File: src/rtl/snrm_pkg.sv
// Shared types, constants and codes for the spectral noise running mean block.
package snrm_pkg;

	localparam int DEF_MAX_BINS   = 2048;
	localparam int DEF_VALUE_BITS = 32;

	localparam int BIN_BITS   = 11;
	localparam int OUT_BITS   = 32;
	localparam int COUNT_BITS = 16;

	localparam logic [COUNT_BITS-1:0] COUNT_MAX  = 16'hFFFF;
	localparam logic [BIN_BITS-1:0]   BIN_TOP    = 11'h7FF;
	localparam logic [BIN_BITS-1:0]   LAST_RESET = 11'd1024;

	typedef enum logic [1:0] {
		ST_IDLE,
		ST_CALC,
		ST_DIV,
		ST_DONE
	} state_t;

	// controller -> datapath
	typedef struct packed {
		logic capture;
		logic div_start;
		logic commit;
	} cmd_t;

	// datapath -> controller
	typedef struct packed {
		logic copy_mode;
		logic div_done;
		logic out_free;
	} sts_t;

endpackage

File: src/rtl/snrm_ctrl.sv
// Controller state machine: sequences capture, divide (skipped in the first frame) and commit of one bin.
module snrm_ctrl import snrm_pkg::*; (
	input  logic clk,
	input  logic arst_n,
	input  logic in_valid,
	input  sts_t sts,
	output cmd_t cmd,
	output logic in_stall
);

	state_t state_q;
	state_t state_d;

	always_ff @(posedge clk or negedge arst_n) begin
		if (!arst_n) begin
			state_q <= ST_IDLE;
		end else begin
			state_q <= state_d;
		end
	end

	always_comb begin
		state_d  = state_q;
		cmd      = '0;
		in_stall = 1'b1;
		unique case (state_q)
			ST_IDLE: begin
				in_stall = 1'b0;
				if (in_valid) begin
					cmd.capture = 1'b1;
					state_d     = ST_CALC;
				end
			end
			ST_CALC: begin
				if (sts.copy_mode) begin
					state_d = ST_DONE;
				end else begin
					cmd.div_start = 1'b1;
					state_d       = ST_DIV;
				end
			end
			ST_DIV: begin
				if (sts.div_done) state_d = ST_DONE;
			end
			ST_DONE: begin
				if (sts.out_free) begin
					cmd.commit = 1'b1;
					state_d    = ST_IDLE;
				end
			end
			default: state_d = ST_IDLE;
		endcase
	end

endmodule

File: config.mk
export PLATFORM = sky130hd
export DESIGN_NAME = snrm_ctrl
export DESIGN_NICKNAME = d
export VERILOG_FILES = /design/src/rtl/snrm_pkg.sv /design/src/rtl/snrm_ctrl.sv
export SDC_FILE = /design/constraint.sdc
export NUM_CORES = 1
export LEC_CHECK = 0
export BUFFER_PORTS_ARGS = -buffer_cell sky130_fd_sc_hd__buf_2
export CAP_MARGIN = 40
export CORE_AREA = 10 10 47 49
export DETAILED_ROUTE_END_ITERATION = 16
export DIE_AREA = 0 0 57 59
export PLACE_DENSITY = 0.35
export SKIP_LAST_GASP = 1
export SYNTH_ARGS = -nofsm -noshare
export SYNTH_HDL_FRONTEND = slang
export SYNTH_SLANG_ARGS = --single-unit
File: constraint.sdc
create_clock -name clk -period 2.15 [get_ports clk]
set_input_delay 0.5375 -clock clk [delete_from_list [all_inputs] [get_ports clk]]
set_output_delay 0.5375 -clock clk [all_outputs]
set_load 0.1 [all_outputs]
Word level (Yosys, flattened, before mapping)
Index checks and enable logic that the tools add are counted.
{"block": "word_totals", "ff_bits": 2, "in_bits": 6, "out_inout_bits": 4, "word_cells": 21}
{"block": "op_classes", "eq_ne": 6, "n_mux": 12, "reduce_logical": 2}
{"op": "1-bit 2-to-1 mux", "n": 8}
{"op": "2-bit one-hot mux with 4 select lines", "n": 1}
{"op": "2-bit 2-to-1 mux", "n": 3}
{"op": "2-bit inequality test, second input constant", "n": 3}
{"op": "2-bit == test, second input constant", "n": 2}
{"op": "3-bit AND reduction", "n": 1}
{"op": "2-bit by 1-bit == test with 1-bit output, second input constant", "n": 1}
{"op": "2-bit logical NOT", "n": 1}

Logic depth before layout (Yosys ltp)
{"block": "depth", "depth_word": 3, "mapped_depth": 5, "mapped_depth_nobuf": 5}

Least setup slack after synthesis
Ideal clock, no wire load.
{"block": "synth_timing", "kind": "reg-to-output", "start": "register state_q[1]", "end": "output cmd[1] (netlist bit)", "arrival_time_ps": 2001, "required_ps": 1612, "setup_slack_ps": -388, "stages_incl_launch_ff": 4, "path_buffers": 0, "cell_sequence": "dfrtp_1 > inv_1 > ha_1 > nor2b_1"}
{"element": "start, declared", "line": "snrm_ctrl.sv:11", "source": "state_t state_q;"}
{"element": "start signal, assigned", "line": "snrm_ctrl.sv:18", "source": "state_q <= state_d;"}
{"element": "end, declared", "line": "snrm_ctrl.sv:7", "source": "output cmd_t cmd,"}

==> summary.txt <==
Pre-antenna DRT Iters - 2
routed via count - 184
post-synthesis cell count - 22
fmax - 503 MHz
min cycle time layout - 1.99 ns
first-pass GRT wire length - 883 um
clock-pin slew on the worst setup and hold paths - 0.03 ns
Final WS setup - 0.162 ns
dpl cell area - 295 um^2
GR Overflow Total - 0
Die X - 57 um
Post-Synth Adder-Cell Area - 27.5%
Synth Cell Area - 228 um^2
initial antenna violation count - 0
Post-Synth XOR/XNOR Area - 0%
Synth top area share - 27.5%
DRC Markers - 0
number of global-route vias before repair - 223
register area share after synthesis - 22.0%
Total Routing Usage GR - 3.50%
fin area - 320 um^2
Slew HR - 67.7%
fin nets - 47
CP Class - flop to primary output
most flop-heavy register - state_q
Setup crit end kind - primary output
Area Growth Syn to Fin - 40.7%
most frequent cells in the layout - 8 x buf_2, 5 x ha_1, 4 x clkbuf_4, 3 x inv_1
worst-margin pin slew - 0.488 ns
cell row count - 14
drt wl/cell - 9.52 um
Routed Antenna Nets - 0
largest family of logic cells by synthesized area - simple AND/OR/NAND/NOR gates
core area - 1400 um^2
IO buf count - 9
commonest non-fill, non-tap cell in the layout - buf_2
Routed WL - 476 um
clock latency on the worst-skew pair - 0.22 ns
final hold vios - 0
CTS tree - yes
CTS buffer count - 3
CTS Buffer Depth - 2
HP Class - input pin to async pin
ratio of cells with drive above 1 in the final layout - 52.9%
num ports - 10
post-DP HPWL - 405 um
Final Setup Violations - 0
drt first-iter violations - 1
Largest register FFs - 2
Yosys warning count - 0
dpl ws - 0.298 ns
die area - 3360 um^2
Antenna diodes - 0
largest fanout on the critical path - 5
synthesized net count - 33
biggest area consumer among synthesized cells - ha_1
post-synthesis simple-gate area fraction - 33.5%
hold buffers post-CTS - 0
fin. max-slew vios - 0
root buffer cell - clkbuf_4
Initial Util - 16.2%
Worst EP required - 1.61 ns
RSZ-0062 raised after global routing - no
Final period util - 92.5%
Worst setup SP type - flop
Fillers - 170
GP Congestion - 0.689
Min Hold Slack - 0.0915 ns
register bit count reported by yosys - 2
status - complete, no violations
Setup Skew - 0.000826 ns
compound-cell area share of the yosys netlist - 7.14%
chip height - 59 um
pin count of the biggest net entering global routing - 6
post-synthesis mux area share - 4.95%
CTS sink cnt - 2
htree depth - 1
average footprint of a synthesized cell - 10.4 um^2
Largest regs - state_q (2)
max-cap viol count - 0
via/cell ratio - 3.68
leading post-synthesis cells by cell area - ha_1 27%, dfrtp_1 22%, nor2b_4 6.0%, nor4_2 5.5%, inv_1 4.9%
final setup TNS - 0 ns
Synth cell types - 15
Worst EP arrival - 1.45 ns
path summary, 6_finish.rpt:
kind | cells after the start | endpoint | startpoint | slack, ns
max | 4 | cmd[1] | state_q[1]$_DFFE_PN0P_ | 0.16
min in group clk | 1 | state_q[1]$_DFFE_PN0P_ | state_q[1]$_DFFE_PN0P_ | 0.59
min | 1 | state_q[0]$_DFFE_PN0P_ | arst_n | 0.09
max reg2reg | 5 | state_q[1]$_DFFE_PN0P_ | state_q[0]$_DFFE_PN0P_ | 0.61
max in group asynchronous | 1 | state_q[1]$_DFFE_PN0P_ | arst_n | 1.96
min reg2reg | 1 | state_q[1]$_DFFE_PN0P_ | state_q[1]$_DFFE_PN0P_ | 0.59
synth_stat cells:
library cell,n
nor2_1,1
a211oi_1,1
and2_2,1
nor2b_2,1
nor3_2,1
nor4_2,1
nor2b_1,1
dfrtp_1,2
inv_1,3
nor2b_4,1
a2bb2oi_1,1
ha_1,5
and2_1,1
mux2_1,1
and2b_1,1
critical path, cell delays in order (launching register included):
cell     delay [ns]
dfrtp_1        0.41
inv_1          0.11
ha_1           0.16
nor2b_2        0.12
buf_2          0.42
routing by layer:
| metal | up-vias | part of all wire, % | track usage, % |
|---|---|---|---|
| li1 | 96 | - | - |
| met1 | 82 | 36 | 3.10 |
| met2 | 6 | 53 | 5.27 |
| met3 | 0 | 11 | 1.29 |
| met4 | 0 | 0 | 5.03 |
| met5 | - | 0 | 0 |
cell families after synthesis:
group           Yosys count
compound gates            2
fa+ha+maj                 5
buf+inv                   3
flops                     2
mux                       1
simple gates              9
stage by stage:
stage	utilization, %	cells
after CTS	22.7	50
after detailed placement	21.1	47
after global routing	22.9	50
final	22.9	50
after floorplan	-	22
after global placement	21.1	47
layout make-up:
class	count	area (um^2)	area share [%]
Sequential cell	2	50.0	15.6
Inverter	3	11.3	3.52
Tap cell	16	20.0	6.25
Multi-Input combinational cell	17	169	52.7
Timing Repair Buffer	9	47.5	14.8
Clock buffer	3	22.5	7.03
repair_timing:
item                                    CTS  global route
resized for setup                         0             1
setup buffers                             0             0
endpoints found under the setup margin    0             1
Power is left out: the tool's default activity adds up to more than one toggle a clock period on the data nets, which glitch-free logic cannot reach.
